`src/rtl/bsfr_pkg.sv`:
```
package bsfr_pkg;

  // Control bytes on the line
  localparam logic [7:0] BYTE_BEGIN  = 8'hFE;
  localparam logic [7:0] BYTE_END    = 8'hFC;
  localparam logic [7:0] BYTE_ESCAPE = 8'hFD;
  localparam logic [7:0] ESC_XOR     = 8'h20;

  // Field widths
  localparam int BODY_W = 12;
  localparam int TICK_W = 16;
  localparam int CFG_IDX_W  = 2;
  localparam int CFG_DATA_W = 16;

  // Register reset values
  localparam logic [BODY_W-1:0] MAX_BODY_RESET = 12'd1024;
  localparam logic [TICK_W-1:0] TIMEOUT_RESET  = 16'd5000;

  // Register indexes
  localparam logic [CFG_IDX_W-1:0] CFG_MAX_BODY = 2'd0;
  localparam logic [CFG_IDX_W-1:0] CFG_TIMEOUT  = 2'd1;

  // Input kinds
  localparam logic KIND_BYTE = 1'b0;
  localparam logic KIND_TICK = 1'b1;

  // Result kinds
  localparam logic [1:0] OUT_PAYLOAD = 2'd0;
  localparam logic [1:0] OUT_GOOD    = 2'd1;
  localparam logic [1:0] OUT_ABORT   = 2'd2;

  // Error codes
  localparam logic [2:0] ERR_NONE      = 3'd0;
  localparam logic [2:0] ERR_TOO_BIG   = 3'd1;
  localparam logic [2:0] ERR_BAD_ESC   = 3'd2;
  localparam logic [2:0] ERR_NO_CHECK  = 3'd3;
  localparam logic [2:0] ERR_BAD_CHECK = 3'd4;
  localparam logic [2:0] ERR_TIMEOUT   = 3'd5;

  // Receiver phases
  localparam logic [1:0] PH_HUNT = 2'd0;
  localparam logic [1:0] PH_BODY = 2'd1;
  localparam logic [1:0] PH_ESC  = 2'd2;

  typedef struct packed {
    logic [1:0]        out_kind;
    logic [7:0]        payload;
    logic [2:0]        error_code;
    logic [BODY_W-1:0] frame_length;
  } result_t;

  function automatic logic is_control(input logic [7:0] b);
    return (b == BYTE_BEGIN) || (b == BYTE_END) || (b == BYTE_ESCAPE);
  endfunction

endpackage

```
`src/rtl/bsfr_in_if.sv`:
```
interface bsfr_in_if;
  logic       valid;
  logic       ready;
  logic       kind;
  logic [7:0] byte_in;

  modport source (output valid, output kind, output byte_in, input ready);
  modport sink (input valid, input kind, input byte_in, output ready);
endinterface

```
`src/rtl/bsfr_out_if.sv`:
```
interface bsfr_out_if;
  import bsfr_pkg::*;
  logic              valid;
  logic              ready;
  logic [1:0]        out_kind;
  logic [7:0]        payload;
  logic [2:0]        error_code;
  logic [BODY_W-1:0] frame_length;

  modport source (output valid, output out_kind, output payload, output error_code,
                  output frame_length, input ready);
  modport sink (input valid, input out_kind, input payload, input error_code,
                input frame_length, output ready);
endinterface

```
`src/rtl/bsfr_cfg_if.sv`:
```
interface bsfr_cfg_if;
  import bsfr_pkg::*;
  logic                  valid;
  logic                  ready;
  logic [CFG_IDX_W-1:0]  index;
  logic [CFG_DATA_W-1:0] data;

  modport source (output valid, output index, output data, input ready);
  modport sink (input valid, input index, input data, output ready);
endinterface

```
`src/rtl/bsfr_core.sv`:
```
module bsfr_core (
  input  logic                         clk,
  input  logic                         rst_n,
  input  logic                         step,
  input  logic                         kind,
  input  logic [7:0]                   byte_in,
  input  logic [bsfr_pkg::BODY_W-1:0]  max_body,
  input  logic [bsfr_pkg::TICK_W-1:0]  timeout_ticks,
  output logic                         res_valid,
  output bsfr_pkg::result_t            res
);
  import bsfr_pkg::*;

  logic [1:0]        phase_r, phase_nxt;
  logic [7:0]        held_byte_r, held_byte_nxt;
  logic              held_valid_r, held_valid_nxt;
  logic [BODY_W-1:0] body_count_r, body_count_nxt;
  logic [TICK_W-1:0] idle_ticks_r, idle_ticks_nxt;

  logic [TICK_W:0]   idle_sum;
  logic [BODY_W:0]   count_sum;
  logic [7:0]        body_byte;
  logic              take;
  logic              in_frame;

  assign idle_sum  = {1'b0, idle_ticks_r} + {{TICK_W{1'b0}}, 1'b1};
  assign count_sum = {1'b0, body_count_r} + {{BODY_W{1'b0}}, 1'b1};
  assign in_frame  = (phase_r == PH_BODY) || (phase_r == PH_ESC);
  assign body_byte = (phase_r == PH_ESC) ? (byte_in ^ ESC_XOR) : byte_in;

  always_comb begin
    phase_nxt      = phase_r;
    held_byte_nxt  = held_byte_r;
    held_valid_nxt = held_valid_r;
    body_count_nxt = body_count_r;
    idle_ticks_nxt = idle_ticks_r;
    res_valid      = 1'b0;
    res            = '0;
    take           = 1'b0;

    if (step) begin
      if (!in_frame) begin
        if (kind == KIND_BYTE && byte_in == BYTE_BEGIN) begin
          phase_nxt      = PH_BODY;
          held_valid_nxt = 1'b0;
          body_count_nxt = '0;
          idle_ticks_nxt = '0;
        end
      end else if (kind == KIND_TICK) begin
        if (idle_sum > {1'b0, timeout_ticks}) begin
          phase_nxt      = PH_HUNT;
          res_valid      = 1'b1;
          res.out_kind   = OUT_ABORT;
          res.error_code = ERR_TIMEOUT;
        end else begin
          idle_ticks_nxt = idle_sum[TICK_W-1:0];
        end
      end else begin
        idle_ticks_nxt = '0;
        if (phase_r == PH_ESC) begin
          if (is_control(byte_in)) begin
            phase_nxt      = PH_HUNT;
            res_valid      = 1'b1;
            res.out_kind   = OUT_ABORT;
            res.error_code = ERR_BAD_ESC;
          end else begin
            phase_nxt = PH_BODY;
            take      = 1'b1;
          end
        end else if (byte_in == BYTE_END) begin
          phase_nxt = PH_HUNT;
          res_valid = 1'b1;
          if (body_count_r == '0) begin
            res.out_kind   = OUT_ABORT;
            res.error_code = ERR_NO_CHECK;
          end else if (held_byte_r != 8'h00) begin
            res.out_kind   = OUT_ABORT;
            res.error_code = ERR_BAD_CHECK;
          end else begin
            res.out_kind     = OUT_GOOD;
            res.frame_length = body_count_r - {{(BODY_W-1){1'b0}}, 1'b1};
          end
        end else if (byte_in == BYTE_ESCAPE) begin
          phase_nxt = PH_ESC;
        end else begin
          take = 1'b1;
        end

        // decoded body byte; previous one goes out, so the check byte never does
        if (take) begin
          if (count_sum > {1'b0, max_body}) begin
            phase_nxt      = PH_HUNT;
            res_valid      = 1'b1;
            res.out_kind   = OUT_ABORT;
            res.error_code = ERR_TOO_BIG;
          end else begin
            body_count_nxt = count_sum[BODY_W-1:0];
            held_byte_nxt  = body_byte;
            held_valid_nxt = 1'b1;
            if (held_valid_r) begin
              res_valid    = 1'b1;
              res.out_kind = OUT_PAYLOAD;
              res.payload  = held_byte_r;
            end
          end
        end
      end
    end
  end

  always_ff @(posedge clk) begin
    if (!rst_n) begin
      phase_r      <= PH_HUNT;
      held_valid_r <= 1'b0;
      body_count_r <= '0;
      idle_ticks_r <= '0;
    end else begin
      phase_r      <= phase_nxt;
      held_valid_r <= held_valid_nxt;
      body_count_r <= body_count_nxt;
      idle_ticks_r <= idle_ticks_nxt;
    end
  end

  always_ff @(posedge clk) begin
    held_byte_r <= held_byte_nxt;
  end

endmodule

```
`src/rtl/byte_stuffed_frame_receiver.sv`:
```
// Channel  Dir  Transfer when        Payload
// in_bus   in   valid & ready        kind, byte_in
// out_bus  out  valid & ready        out_kind, payload, error_code, frame_length
// cfg_bus  in   valid & ready        index (0 max_body, 1 timeout_ticks), data
//
// One item per cycle while in_bus.ready is high; a result appears in the cycle after its input transfer.
// The decoder and its state sit in front of one output register, which is the
// only stage; in_bus.ready drops only while that register is full and stalled.
// Reset (rst_n low, synchronous) returns to hunting and reloads the registers
// with max_body 1024 and timeout_ticks 5000. cfg_bus is always ready.
module byte_stuffed_frame_receiver (
  input logic        clk,
  input logic        rst_n,
  bsfr_in_if.sink    in_bus,
  bsfr_out_if.source out_bus,
  bsfr_cfg_if.sink   cfg_bus
);
  import bsfr_pkg::*;

  // configuration registers
  logic [BODY_W-1:0] max_body_r;
  logic [TICK_W-1:0] timeout_ticks_r;

  // output register
  logic    out_valid_r;
  result_t out_res_r;

  logic    step;
  logic    res_valid;
  result_t res;

  // Accept while the output register is empty or drains this cycle.
  assign in_bus.ready = !out_valid_r || out_bus.ready;
  assign step         = in_bus.valid && in_bus.ready;

  assign cfg_bus.ready = 1'b1;

  always_ff @(posedge clk) begin
    if (!rst_n) begin
      max_body_r      <= MAX_BODY_RESET;
      timeout_ticks_r <= TIMEOUT_RESET;
    end else if (cfg_bus.valid) begin
      case (cfg_bus.index)
        CFG_MAX_BODY: max_body_r      <= cfg_bus.data[BODY_W-1:0];
        CFG_TIMEOUT:  timeout_ticks_r <= cfg_bus.data[TICK_W-1:0];
        default: ; // unknown index: write dropped
      endcase
    end
  end

  // Frame decoder: phase, held byte, counters; at most one result per item.
  bsfr_core u_core (
    .clk           (clk),
    .rst_n         (rst_n),
    .step          (step),
    .kind          (in_bus.kind),
    .byte_in       (in_bus.byte_in),
    .max_body      (max_body_r),
    .timeout_ticks (timeout_ticks_r),
    .res_valid     (res_valid),
    .res           (res)
  );

  always_ff @(posedge clk) begin
    if (!rst_n) begin
      out_valid_r <= 1'b0;
    end else if (step) begin
      out_valid_r <= res_valid;
    end else if (out_bus.ready) begin
      out_valid_r <= 1'b0;
    end
  end

  // payload needs no reset; loaded on every accepted item that yields a result
  always_ff @(posedge clk) begin
    if (step && res_valid) begin
      out_res_r <= res;
    end
  end

  assign out_bus.valid        = out_valid_r;
  assign out_bus.out_kind     = out_res_r.out_kind;
  assign out_bus.payload      = out_res_r.payload;
  assign out_bus.error_code   = out_res_r.error_code;
  assign out_bus.frame_length = out_res_r.frame_length;

endmodule

```
`src/flat_wrapper.sv`:
```
// flat-port wrapper written by rule: the top's interface ports become plain ports
module byte_stuffed_frame_receiver_flat import bsfr_pkg::*;
  (clk, rst_n, in_bus_valid, in_bus_kind, in_bus_byte_in, in_bus_ready, out_bus_valid, out_bus_out_kind, out_bus_payload, out_bus_error_code, out_bus_frame_length, out_bus_ready, cfg_bus_valid, cfg_bus_index, cfg_bus_data, cfg_bus_ready);
  bsfr_in_if in_bus_i ();
  bsfr_out_if out_bus_i ();
  bsfr_cfg_if cfg_bus_i ();
  input logic clk;
  input logic rst_n;
  input wire logic [$bits(in_bus_i.valid)-1:0] in_bus_valid;
  input wire logic [$bits(in_bus_i.kind)-1:0] in_bus_kind;
  input wire logic [$bits(in_bus_i.byte_in)-1:0] in_bus_byte_in;
  output wire logic [$bits(in_bus_i.ready)-1:0] in_bus_ready;
  output wire logic [$bits(out_bus_i.valid)-1:0] out_bus_valid;
  output wire logic [$bits(out_bus_i.out_kind)-1:0] out_bus_out_kind;
  output wire logic [$bits(out_bus_i.payload)-1:0] out_bus_payload;
  output wire logic [$bits(out_bus_i.error_code)-1:0] out_bus_error_code;
  output wire logic [$bits(out_bus_i.frame_length)-1:0] out_bus_frame_length;
  input wire logic [$bits(out_bus_i.ready)-1:0] out_bus_ready;
  input wire logic [$bits(cfg_bus_i.valid)-1:0] cfg_bus_valid;
  input wire logic [$bits(cfg_bus_i.index)-1:0] cfg_bus_index;
  input wire logic [$bits(cfg_bus_i.data)-1:0] cfg_bus_data;
  output wire logic [$bits(cfg_bus_i.ready)-1:0] cfg_bus_ready;
  assign in_bus_i.valid = in_bus_valid;
  assign in_bus_i.kind = in_bus_kind;
  assign in_bus_i.byte_in = in_bus_byte_in;
  assign in_bus_ready = in_bus_i.ready;
  assign out_bus_valid = out_bus_i.valid;
  assign out_bus_out_kind = out_bus_i.out_kind;
  assign out_bus_payload = out_bus_i.payload;
  assign out_bus_error_code = out_bus_i.error_code;
  assign out_bus_frame_length = out_bus_i.frame_length;
  assign out_bus_i.ready = out_bus_ready;
  assign cfg_bus_i.valid = cfg_bus_valid;
  assign cfg_bus_i.index = cfg_bus_index;
  assign cfg_bus_i.data = cfg_bus_data;
  assign cfg_bus_ready = cfg_bus_i.ready;
  byte_stuffed_frame_receiver u_core (.clk(clk), .rst_n(rst_n), .in_bus(in_bus_i), .out_bus(out_bus_i), .cfg_bus(cfg_bus_i));
endmodule
```
`config.mk`:
```
export PLATFORM = sky130hd
export DESIGN_NAME = byte_stuffed_frame_receiver_flat
export DESIGN_NICKNAME = d
export VERILOG_FILES = /design/src/rtl/bsfr_pkg.sv /design/src/rtl/bsfr_in_if.sv /design/src/rtl/bsfr_out_if.sv /design/src/rtl/bsfr_cfg_if.sv /design/src/rtl/bsfr_core.sv /design/src/rtl/byte_stuffed_frame_receiver.sv /design/src/flat_wrapper.sv
export SDC_FILE = /design/constraint.sdc
export NUM_CORES = 1
export LEC_CHECK = 0
export ABC_AREA = 0
export BUFFER_PORTS_ARGS = -buffer_cell sky130_fd_sc_hd__buf_2
export CORE_ASPECT_RATIO = 1.2
export CORE_MARGIN = 2
export CORE_UTILIZATION = 31
export DETAILED_ROUTE_END_ITERATION = 6
export GPL_ROUTABILITY_DRIVEN = 1
export PLACE_DENSITY = 0.47
export SLEW_MARGIN = 20
export SYNTH_ARGS = -nofsm -noshare
export SYNTH_HDL_FRONTEND = slang
export SYNTH_SLANG_ARGS = --single-unit
```
`constraint.sdc`:
```
create_clock -name clk -period 5.16 [get_ports clk]
set_clock_uncertainty 0.1 [all_clocks]
set_input_delay 0.516 -clock clk [delete_from_list [all_inputs] [get_ports clk]]
set_output_delay 0.516 -clock clk [all_outputs]
set_load 0.005 [all_outputs]
```
[Word level (Yosys, flattened, before mapping)]
Cells that the tools add are included.
Storage, ports and cells
  register bits: 93
  input port bits: 32
  output and inout port bits: 28
Operators by class
  $add $sub $neg: 3
  order comparisons: 2
  eq/ne operators: 11
  mux-type cells: 65
  bitwise gates (word level): 8
  reductions and logical operators: 22
Operators with widths (number)
  $mux 12: 7
  $mux 16: 4
  $mux 2: 18
  $mux 1: 25
  $eq 8x8->1 const B: 3
  $mux 3: 6
  $add 16x1->17 const B: 1
  $gt 17x16->1: 1
  $mux 15: 1
  $add 12x1->13 const B: 1
  $gt 13x12->1: 1
  $mux 13: 1
  $logic_not 12->1: 1
  $sub 12x1->12 const B: 1
  $mux 10: 1
  $reduce_and 5->1: 2
  $mux 8: 1
  $not 1->1: 8
  $reduce_bool 8->1: 1
  $reduce_or 7->1: 1
  $mux 6: 1
  $reduce_and 2->1: 3
  $reduce_and 3->1: 2
  $reduce_or 6->1: 1
  other kinds (11): 19

[Depth between registers and ports, before layout]
Gate-level depths: netlist of run 1.
  word-level depth: 13
  gate-level depth with buffers: 14

[Modules after synthesis]
A second synthesis of run 1 with hierarchy kept.
Second synthesis, totals
  cell total of the unflattened synthesis: 583
  area total of the unflattened synthesis: 5260.0 µm²
By module, submodules not included
  bsfr_core: times used 1, cells each 435, area an instance 3315.7 µm², sequential area each 860.8 µm²
  byte_stuffed_frame_receiver: times used 1, cells each 148, area an instance 1944.4 µm², sequential area each 1331.3 µm²

[Least setup slack after synthesis of run 1]
No wires, ideal clock.
  path type: register to register
  start point: register u_core.u_core.idle_ticks_r[0]
  end point: register u_core.out_res_r (netlist bit u_core.out_bus.error_code[0]) (enable)
  arrival time: 3.505 ns
  slack: 1.177 ns
  stages on the path, launching flop included: 13
  buffers on the path: 0
  clock period less this slack: 3.983 ns
  path through: dfxtp_1 -> ha_1 -> nand3_1 -> nor3_1 -> nand4b_1 -> nand2_1 -> ha_1 -> a211oi_1 -> o221a_1 -> o21ai_0 -> o211a_1 -> o21a_1 -> or3_1
Between the ends
  word-level cells in the longest chain between the ends: 7
RTL lines
  start, declared: line bsfr_core.sv:18  | logic [TICK_W-1:0] idle_ticks_r, idle_ticks_nxt;
  start signal, assigned: line bsfr_core.sv:121  | idle_ticks_r <= idle_ticks_nxt;
  $add 16x1->17: line bsfr_core.sv:26  | assign idle_sum = {1'b0, idle_ticks_r} + {{TICK_W{1'b0}}, 1'b1};
  $gt 17x16->1: line bsfr_core.sv:50  | if (idle_sum > {1'b0, timeout_ticks}) begin
  $mux 1: line bsfr_core.sv:50
  $mux 1: line bsfr_core.sv:49  | end else if (kind == KIND_TICK) begin
  $mux 1: line bsfr_core.sv:42  | if (!in_frame) begin
  $mux 1: line bsfr_core.sv:41  | if (step) begin
  $logic_and 1x1->1: line byte_stuffed_frame_receiver.sv:76  | if (step && res_valid) begin
  end signal, assigned: line byte_stuffed_frame_receiver.sv:77  | out_res_r <= res;
  end, declared: line byte_stuffed_frame_receiver.sv:26  | result_t out_res_r;
Every way passes these cells.
A chain may end at the register's enable or synchronous reset.

[Worst setup path in the final report of run 1]
  start point: register u_core.u_core.idle_ticks_r[0]
  end point: register u_core.out_res_r (netlist bit u_core.out_bus.frame_length[9]) (enable)
The elaborated chain is that of the path after synthesis.

==> results of run 1 <==
[metrics by stage]
step | std cells | setup WS [ns]
2_1_floorplan | 600 | 1.18
3_3_place_gp | 850 | 1.05
3_5_place_dp | 850 | 0.899
4_1_cts | 866 | 0.897
5_1_grt | 866 | 0.518
6_report | 866 | 0.890
[registers in the layout, summed over array words and instances (netlist names)]
name,count
u_core.timeout_ticks_r,16
u_core.u_core.idle_ticks_r,16
u_core.max_body_r,12
u_core.out_bus.frame_length,12
u_core.u_core.body_count_r,12
u_core.out_bus.payload,8
u_core.u_core.held_byte_r,8
u_core.out_bus.error_code,3
u_core.out_bus.out_kind,2
u_core.u_core.phase_r,2
u_core.out_bus.valid,1
u_core.u_core.held_valid_r,1
[layout make-up]
cell class,instances,area (um^2),area share (%)
clock buffers,10,229,3.76
clock inverters,6,48.8,0.801
inverters,43,161,2.65
multi-input cells,435,2860,47.0
flip-flops and latches,93,2190,36.0
well taps,216,270,4.44
repair buffers,63,328,5.38
[layout by cell type (no fill, tap or decap), types with 15 or more instances in the layout]
master	synthesis	layout
dfxtp_1	60	60
nand3_1	28	28
a21oi_1	15	15
buf_2	2	58
nor2_1	31	31
inv_1	42	42
nand2_1	93	93
o21ai_0	18	18
a21boi_0	25	25
edfxtp_1	33	33
ha_1	33	33
xnor2_1	16	16
[power by group through the flow]
stage	Sequential, W	Clock [W]	Combinational, W
2_1_floorplan	0.000781	0	0.0000432
3_3_place_gp	0.000782	0	0.0000718
3_5_place_dp	0.000782	0	0.0000729
4_1_cts	0.000765	0.000648	0.0000732
5_1_grt	0.000766	0.000674	0.0000819
6_report	0.000765	0.000630	0.0000727
[kinds of logic after synthesis]
kind of cell	count (synthesis)	synth area share (%)
compound gates	127	17.2
xor+xnor	26	4.26
fa+ha+maj	33	7.72
buf+inv	72	5.52
flops	93	41.0
mux	8	1.50
other cells	1	0.0701
simple gates	240	22.7
[final timing paths]
path | endpoint | startpoint | cells after the start | slack (ns)
worst max-delay path | u_core.out_bus.frame_length[9]$_SDFFCE_PP0P_ | u_core.u_core.idle_ticks_r[0]$_SDFFE_PN0P_ | 14 | 0.89
worst min-delay path | u_core.u_core.held_byte_r[6]$_DFFE_PP_ | in_bus_byte_in[6] | 1 | 0.26
worst max register to register | u_core.out_bus.frame_length[9]$_SDFFCE_PP0P_ | u_core.u_core.idle_ticks_r[0]$_SDFFE_PN0P_ | 14 | 0.89
worst min register to register | u_core.max_body_r[9]$_SDFFE_PN0P_ | u_core.max_body_r[9]$_SDFFE_PN0P_ | 2 | 0.36
[worst max-delay path, cell delays in order, from the launching register on]
cell and delay (ns):
dfxtp_1 0.46, ha_1 0.27, nand3_1 0.26, nor3_1 0.45, nand3_1 0.17, nand2_1 0.10, nand2_1 0.05, ha_1 0.29
nand4_1 0.11, o221a_1 0.27, o21ai_0 0.29, o211a_1 0.39, o21a_1 0.30, or3_1 0.14, buf_4 0.29
[per-layer routing]
layer	vias to the layer above	wire (um)	share of wire, %
met1	2073	6040	44
met3	27	545	4.0
met2	107	6630	49
li1	2227	-	-
met4	0	385	2.8
met5	-	0	0
==> results.json, run 1 <==
{
  "status": "finished clean",
  "power_density_nw_per_um2": 241,
  "synth_area_um2": 5350,
  "drive_above_1_share_pct": 14.6,
  "maxSlewViolCount": 0,
  "initial_core_util_pct": 31.6,
  "synthTopCellsByArea": "dfxtp_1 22%, edfxtp_1 19%, ha_1 7.7%",
  "max-slew-margin-rel_pct": 51.2,
  "antenna_found_initial": 0,
  "finalHoldViolCount": 0,
  "synth_area_per_cell_um2": 8.92,
  "cp.arrival_ns": 4.19,
  "post-synth-top-count-cell": "nand2_1",
  "vias": 4434,
  "netlist.top_cell.by_area": "dfxtp_1",
  "ys_warn_count": 0,
  "p_int_w": 0.00112,
  "p_seq_share_pct": 52.1,
  "grt_max_degree": 61,
  "antenna_cells": 0,
  "ys_seq_area_share_pct": 41.0,
  "finalWirelength_um": 13600,
  "cts_root_buffer": "clkbuf_16",
  "synthArstFlopShare_pct": 0,
  "overflow": 0,
  "path_max_fanout": 25,
  "nNetsFinal": 710,
  "cts_resized": 0,
  "synth.top_cell.area_share_pct": 22.5,
  "switching_power_w": 0.000348,
  "io_buffers": 58,
  "vdd_ir_drop_max_uv": 127,
  "worstMarginPinSlew_ns": 0.732,
  "grt_pass1_vias": 4349,
  "period_needed_ns": 4.27,
  "cp-end-kind": "flip-flop",
  "fillers": 1785,
  "grt_pass1_wl_um": 22100,
  "coreArea_um2": 16900,
  "wl_per_cell_um": 15.7,
  "p_sw_share_pct": 23.7,
  "power_frac_clock_pct": 42.9,
  "die_w_um": 124,
  "max_clock_freq_mhz": 234,
  "startpoint_type": "flip-flop",
  "fin_area_um2": 6090,
  "rsz0062_at_grt": "no",
  "syn_to_final_growth_pct": 13.9,
  "synth_nets": 665,
  "ios": 60,
  "cts_buffers": 9,
  "routabilityCongestion": 0.866,
  "drtAntennaViolNets": 0,
  "viasPerCell": 5.12,
  "setup_viol": 0,
  "dr.pass1.iters": 4,
  "die_area_um2": 18300,
  "grt_util_met3_pct": 2.93,
  "holdWs_ns": 0.257,
  "insertion_delay_ns": 0.35,
  "postCtsHoldBufs": 0,
  "fp-row-count": 52,
  "p_leak_nw": 2.48,
  "cts_max_level": 3,
  "crit_type": "flip-flop to flip-flop",
  "post_cts_buffers": 0,
  "grt-busiest-layer": "met2",
  "finalCritPeriodShare_pct": 82.8,
  "cts_sinks": 93,
  "fin_util_pct": 36.0,
  "finalPower_w": 0.00147,
  "drt-initial-drc-count": 290,
  "crit_required_ns": 5.08,
  "ys_seq_elements": 93,
  "use_met2_pct": 26.5,
  "clockBufferDepth": 2,
  "syn_inst": 600,
  "placed_area_um2": 5810,
  "grt_usage_pct": 15.5,
  "use_met1_pct": 18.9,
  "synth_edf_count": 33,
  "min_path_type": "primary input to flip-flop",
  "power_frac_comb_pct": 4.9,
  "dp_hpwl_um": 10100,
  "maxCapViolCount": 0,
  "cts_tree": "done",
  "finalSetupTns_ns": 0,
  "dominantRegCellSynth": "dfxtp_1",
  "synth.cells.most_frequent": "93 x nand2_1, 60 x dfxtp_1, 42 x inv_1",
  "synth_cell_type_count": 74,
  "clkSlewWorstSetupHoldPaths_ns": 0.07,
  "die_h_um": 148,
  "drc": 0
}
(Power assumes the default switching activity.)
==> run 2, diff against run 1 <==
Settings changed: PLACE_DENSITY 0.47 to 0.48.
Clock period 5.16 ns to 3.75 ns, I/O delays scaled along.
==> results.json, run 2 (synthesized netlist as in run 1, its figures left out) <==
{
  "final_cells": 897,
  "finalHoldViolCount": 0,
  "top_regs": "u_core.timeout_ticks_r: 16 flops, u_core.u_core.idle_ticks_r: 16 flops",
  "die_w_um": 124,
  "die_area_um2": 18300,
  "cts_buffers": 9,
  "grt_max_degree": 40,
  "cts_root_buffer": "clkbuf_16",
  "grt_usage_pct": 15.5,
  "maxSlewViolCount": 0,
  "dp_hpwl_um": 10400,
  "cp-end-kind": "flip-flop",
  "finalCritPeriodShare_pct": 96.2,
  "period_needed_ns": 3.61,
  "die_h_um": 148,
  "placed_area_um2": 6030,
  "final_cell_mix": "93 x nand2_1, 59 x dfxtp_1, 58 x buf_2, 42 x inv_1",
  "layout_commonest_cell": "nand2_1",
  "path_max_fanout": 7,
  "vdd_ir_drop_max_uv": 236,
  "grt_pass1_wl_um": 21900,
  "wl_per_cell_um": 15.4,
  "power_density_nw_per_um2": 326,
  "finalSetupTns_ns": 0,
  "min_path_type": "primary input to flip-flop",
  "startpoint_type": "flip-flop",
  "io_buffers": 58,
  "cts_tree": "done",
  "worstMarginPinSlew_ns": 0.716,
  "clkSlewWorstSetupHoldPaths_ns": 0.07,
  "drt-initial-drc-count": 247,
  "antenna_found_initial": 0,
  "r2r_slack_ns": 0.14,
  "rr_worst_depth": 12,
  "max_clock_freq_mhz": 277,
  "syn_to_final_growth_pct": 20.4,
  "hold_start": "in_bus_byte_in[7]",
  "cts_sinks": 93,
  "max-slew-margin-rel_pct": 52.3,
  "viasPerCell": 5.06,
  "routabilityCongestion": 0.833,
  "setup_viol": 0,
  "holdWs_ns": 0.110,
  "drc": 0,
  "dr.pass1.iters": 4,
  "cts_max_level": 3,
  "drtAntennaViolNets": 0,
  "dp.cells": 878,
  "clockBufferDepth": 2,
  "vias": 4539,
  "finalWirelength_um": 13800,
  "coreArea_um2": 16900,
  "insertion_delay_ns": 0.35,
  "r2r_end": "u_core.out_bus.frame_length[9]$_SDFFCE_PP0P_",
  "hold_path_end": "u_core.u_core.held_byte_r[7]$_DFFE_PP_",
  "p_leak_nw": 2.70,
  "overflow": 0,
  "maxCapViolCount": 0,
  "ios": 60,
  "initial_core_util_pct": 31.6,
  "rr_startpoint": "u_core.u_core.body_count_r[1]$_SDFFE_PN0P_",
  "fin_area_um2": 6440,
  "cp.arrival_ns": 3.60,
  "crit_type": "flip-flop to flip-flop",
  "grt_pass1_vias": 4399,
  "hold_path_depth": 1,
  "antenna_cells": 0,
  "nNetsFinal": 741,
  "drive_above_1_share_pct": 20.9,
  "status": "finished clean",
  "postCtsHoldBufs": 0,
  "fp-row-count": 52,
  "crit_required_ns": 3.74
}
-- run 2: how the worst max path moves through the flow --
stage                                                          start                                      endpoint  cells past startpoint
after floorplan           u_core.u_core.idle_ticks_r[0]$_SDFFE_PN0P_    u_core.out_bus.error_code[0]$_SDFFCE_PN0P_                     13
after global placement    u_core.u_core.body_count_r[1]$_SDFFE_PN0P_  u_core.out_bus.frame_length[9]$_SDFFCE_PP0P_                     12
after detailed placement  u_core.u_core.body_count_r[1]$_SDFFE_PN0P_  u_core.out_bus.frame_length[9]$_SDFFCE_PP0P_                     12
after CTS                 u_core.u_core.body_count_r[1]$_SDFFE_PN0P_  u_core.out_bus.frame_length[9]$_SDFFCE_PP0P_                     12
after global routing      u_core.u_core.body_count_r[1]$_SDFFE_PN0P_       u_core.out_bus.payload[1]$_SDFFCE_PP0P_                     13
final                     u_core.u_core.body_count_r[1]$_SDFFE_PN0P_  u_core.out_bus.frame_length[9]$_SDFFCE_PP0P_                     12
-- run 2: per-stage QoR --
| stage | utilization [%] | total power [W] | worst slack, ns |
|---|---|---|---|
| after detailed placement | 35.7 | 0.00118 | 0.0465 |
| final | 38.1 | 0.00210 | 0.141 |
| after global placement | 35.7 | 0.00117 | 0.0920 |
| after floorplan | - | 0.00113 | 0.105 |
| after global routing | 38.1 | 0.00218 | -0.000950 |
| after CTS | 37.5 | 0.00213 | 0.0232 |
-- run 2: per-layer routing --
metal	up-vias	GRT usage (%)	wire, um
met5	-	0	0
met4	0	5.22	186
met3	11	2.51	380
met2	73	27.8	7290
met1	2158	18.4	5960
li1	2297	-	-
-- run 2: where the power goes --
group          internal, W  switching [W]  leakage (nW)
combinational    0.0000401      0.0000597          1.75
clock             0.000527       0.000418         0.152
sequential         0.00105     0.00000452         0.792
-- run 2: final cells by class --
cell class	count	area, um^2
clock buffers	9	225
clock inverters	7	81.3
fillers	1781	10500
inverters	43	161
multi-input cells	438	2970
flip-flops and latches	93	2200
well taps	216	270
repair buffers	91	538
-- run 2: timing repair --
item                                    in CTS  in global routing
setup buffers                                0                  0
gates resized for setup                      0                 19
endpoints found under the setup margin       0                 41
-- run 2: critical path, cell delays in order (launching register included) --
cell and delay [ns]:
dfxtp_4 0.36, ha_2 0.19, and3_4 0.18, and3_1 0.19, and2_1 0.17, or2_2 0.28
ha_1 0.27, and4_1 0.18, nand4_1 0.12, o22a_1 0.25, or3_1 0.41, nor2b_4 0.17
or3_4 0.46
==> run 3, diff against run 2 <==
Settings changed: ABC_AREA 0 to 1, CAP_MARGIN set to 20, CELL_PAD_IN_SITES_DETAIL_PLACEMENT set to 2, CELL_PAD_IN_SITES_GLOBAL_PLACEMENT set to 2, PLACE_DENSITY 0.48 to 0.75.
==> results.json, run 3 <==
{
  "dr.pass1.iters": 4,
  "netlist.top_cell.by_area": "dfxtp_1",
  "finalSetupTns_ns": 0,
  "initial_core_util_pct": 31.4,
  "nNetsFinal": 796,
  "ios": 60,
  "insertion_delay_ns": 0.36,
  "max_clock_freq_mhz": 296,
  "syn_to_final_growth_pct": 15.4,
  "cts_max_level": 3,
  "finalHoldViolCount": 0,
  "holdWs_ns": 0.113,
  "maxSlewViolCount": 0,
  "wl_per_cell_um": 16.7,
  "top_regs": "u_core.timeout_ticks_r: 16 flops, u_core.u_core.idle_ticks_r: 16 flops",
  "synth_area_um2": 5270,
  "crit_type": "flip-flop to flip-flop",
  "overflow": 0,
  "final_cell_mix": "135 x nand2_1, 96 x inv_1, 64 x nor2_1, 59 x dfxtp_1, 58 x buf_2",
  "fillers": 1952,
  "cts_root_buffer": "clkbuf_16",
  "worstMarginPinSlew_ns": 0.650,
  "fp-row-count": 52,
  "rsz0062_at_grt": "no",
  "min_path_type": "primary input to flip-flop",
  "die_area_um2": 18100,
  "path_cells": "ha_1 -> nand2_1 -> nor2_2 -> nand2_2 -> nor2_4 -> nand4_1 -> xnor2_1 -> ha_1 -> a21o_1 -> a21oi_1 -> nand2_1 -> nor2_2 -> nand2_4 -> nand3_4 -> nand2_4 -> o21ai_0 -> nor2_1",
  "viasPerCell": 4.94,
  "die_w_um": 123,
  "critical-path-slowest-cell": "dfxtp_1",
  "ys_seq_elements": 93,
  "cts_sinks": 93,
  "crit_required_ns": 3.89,
  "die_h_um": 147,
  "synth.cells.most_frequent": "135 x nand2_1, 96 x inv_1, 64 x nor2_1",
  "grt_pass1_vias": 5031,
  "syn_inst": 679,
  "synthTopCellsByArea": "dfxtp_1 23%, edfxtp_1 19%, nand2_1 9.6%",
  "vdd_ir_drop_max_uv": 179,
  "maxCapViolCount": 0,
  "synth_cell_type_count": 37,
  "startpoint_type": "flip-flop",
  "post-synth-top-count-cell": "nand2_1",
  "grt_max_degree": 33,
  "grt_pass1_wl_um": 25800,
  "clkSlewWorstSetupHoldPaths_ns": 0.06,
  "finalCritPeriodShare_pct": 90.1,
  "vias": 4702,
  "power_density_nw_per_um2": 376,
  "drtAntennaViolNets": 0,
  "dominantRegCellSynth": "dfxtp_1",
  "synth_area_per_cell_um2": 7.77,
  "setup_viol": 0,
  "synth_edf_count": 33,
  "antenna_cells": 0,
  "synthArstFlopShare_pct": 0,
  "finalWirelength_um": 15900,
  "period_needed_ns": 3.38,
  "max_stage_delay_ns": 0.41,
  "antenna_found_initial": 0,
  "max-slew-margin-rel_pct": 56.6,
  "cp.arrival_ns": 3.52,
  "path_max_fanout": 17,
  "status": "finished clean",
  "drt-initial-drc-count": 138,
  "drc": 0,
  "clockBufferDepth": 2,
  "drive_above_1_share_pct": 15.8,
  "p_leak_nw": 2.72,
  "cp-end-kind": "flip-flop",
  "cts_buffers": 9,
  "synth.top_cell.area_share_pct": 22.8,
  "routabilityCongestion": 0.812,
  "coreArea_um2": 16800,
  "io_buffers": 58,
  "synth_nets": 744,
  "postCtsHoldBufs": 0,
  "grt_usage_pct": 18.5,
  "cts_tree": "done",
  "ys_seq_area_share_pct": 41.6,
  "ys_warn_count": 0,
  "layout_commonest_cell": "nand2_1",
  "dp_hpwl_um": 12200
}
[run 3: changes by cell type in the layout (fill, tap and decap cells not counted), sizes merged, moves of 20 or more]
cell and change:
nor2 +37, buf -26, nand4 +20, nand2 +51, a21oi +49, inv +53
a21boi -24
[run 3: repair_timing]
| item | 4_1_cts | 5_1_grt |
|---|---|---|
| buffers inserted | 0 | 0 |
| endpoints found under the setup margin | 0 | 26 |
| resized for setup | 0 | 2 |
| hold endpoints to repair | 0 | 0 |
[run 3: final cells by class]
type | count | area [um^2] | area share (%)
Multi-Input combinational cell | 463 | 2590 | 42.5
Sequential cell | 93 | 2190 | 36.0
Inverter | 99 | 372 | 6.11
Timing Repair Buffer | 65 | 347 | 5.69
Tap cell | 216 | 270 | 4.44
Clock buffer | 10 | 229 | 3.76
Clock inverter | 6 | 86.3 | 1.42
[run 3: cells by family after synthesis]
logic type	Yosys count	synth area share, %
compound gates	104	11.1
xor+xnor	23	3.82
fa+ha+maj	33	7.83
buf+inv	123	9.33
flops	93	41.6
other cells	1	0.0711
simple gates	302	26.2
[run 3: per-layer routing]
metal,track usage (%),wire [um],up-vias
li1,-,-,2324
met1,21.2,6770,2284
met2,33.6,8290,69
met3,2.52,398,25
met4,7.67,418,0
met5,0,0,-
[run 3: worst paths after layout]
path                                                                  from                                           to  slack [ns]  cells after the start
worst min-delay path                                     in_bus_byte_in[6]       u_core.u_core.held_byte_r[6]$_DFFE_PP_        0.11                      1
worst max register to register  u_core.u_core.idle_ticks_r[0]$_SDFFE_PN0P_  u_core.u_core.idle_ticks_r[13]$_SDFFE_PN0P_        0.37                     17
worst max-delay path            u_core.u_core.idle_ticks_r[0]$_SDFFE_PN0P_  u_core.u_core.idle_ticks_r[13]$_SDFFE_PN0P_        0.37                     17
worst min register to register      u_core.timeout_ticks_r[1]$_SDFFE_PN0P_       u_core.timeout_ticks_r[1]$_SDFFE_PN0P_        0.37                      2
[run 3: where the power goes]
group	internal, W	switching, W
combinational	0.0000699	0.000154
sequential	0.00106	0.0000114
clock	0.000584	0.000405
[run 3: critical path: cells and delay by family (launching register included)]
kind	cells	cell delay (ns)
AOI/OAI and AO/OA	3	0.56
xor gates and xnor gates	1	0.25
adders and majority gates	2	0.51
DFF	1	0.41
and+or+nand+nor	11	1.44
[run 3: metrics by stage]
stage / total power, W / instance area, um^2 / setup WS (ns) / util [%] / instances
detailed placement: 0.00132 / 5770 / 0.318 / 34.3 / 936
CTS: 0.00232 / 6080 / 0.292 / 36.2 / 952
finish: 0.00229 / 6090 / 0.371 / 36.3 / 952
global route: 0.00238 / 6090 / 0.0235 / 36.3 / 952
global placement: 0.00131 / 5770 / 0.549 / 34.3 / 936
floorplan: 0.00124 / 5270 / 0.505 / - / 679
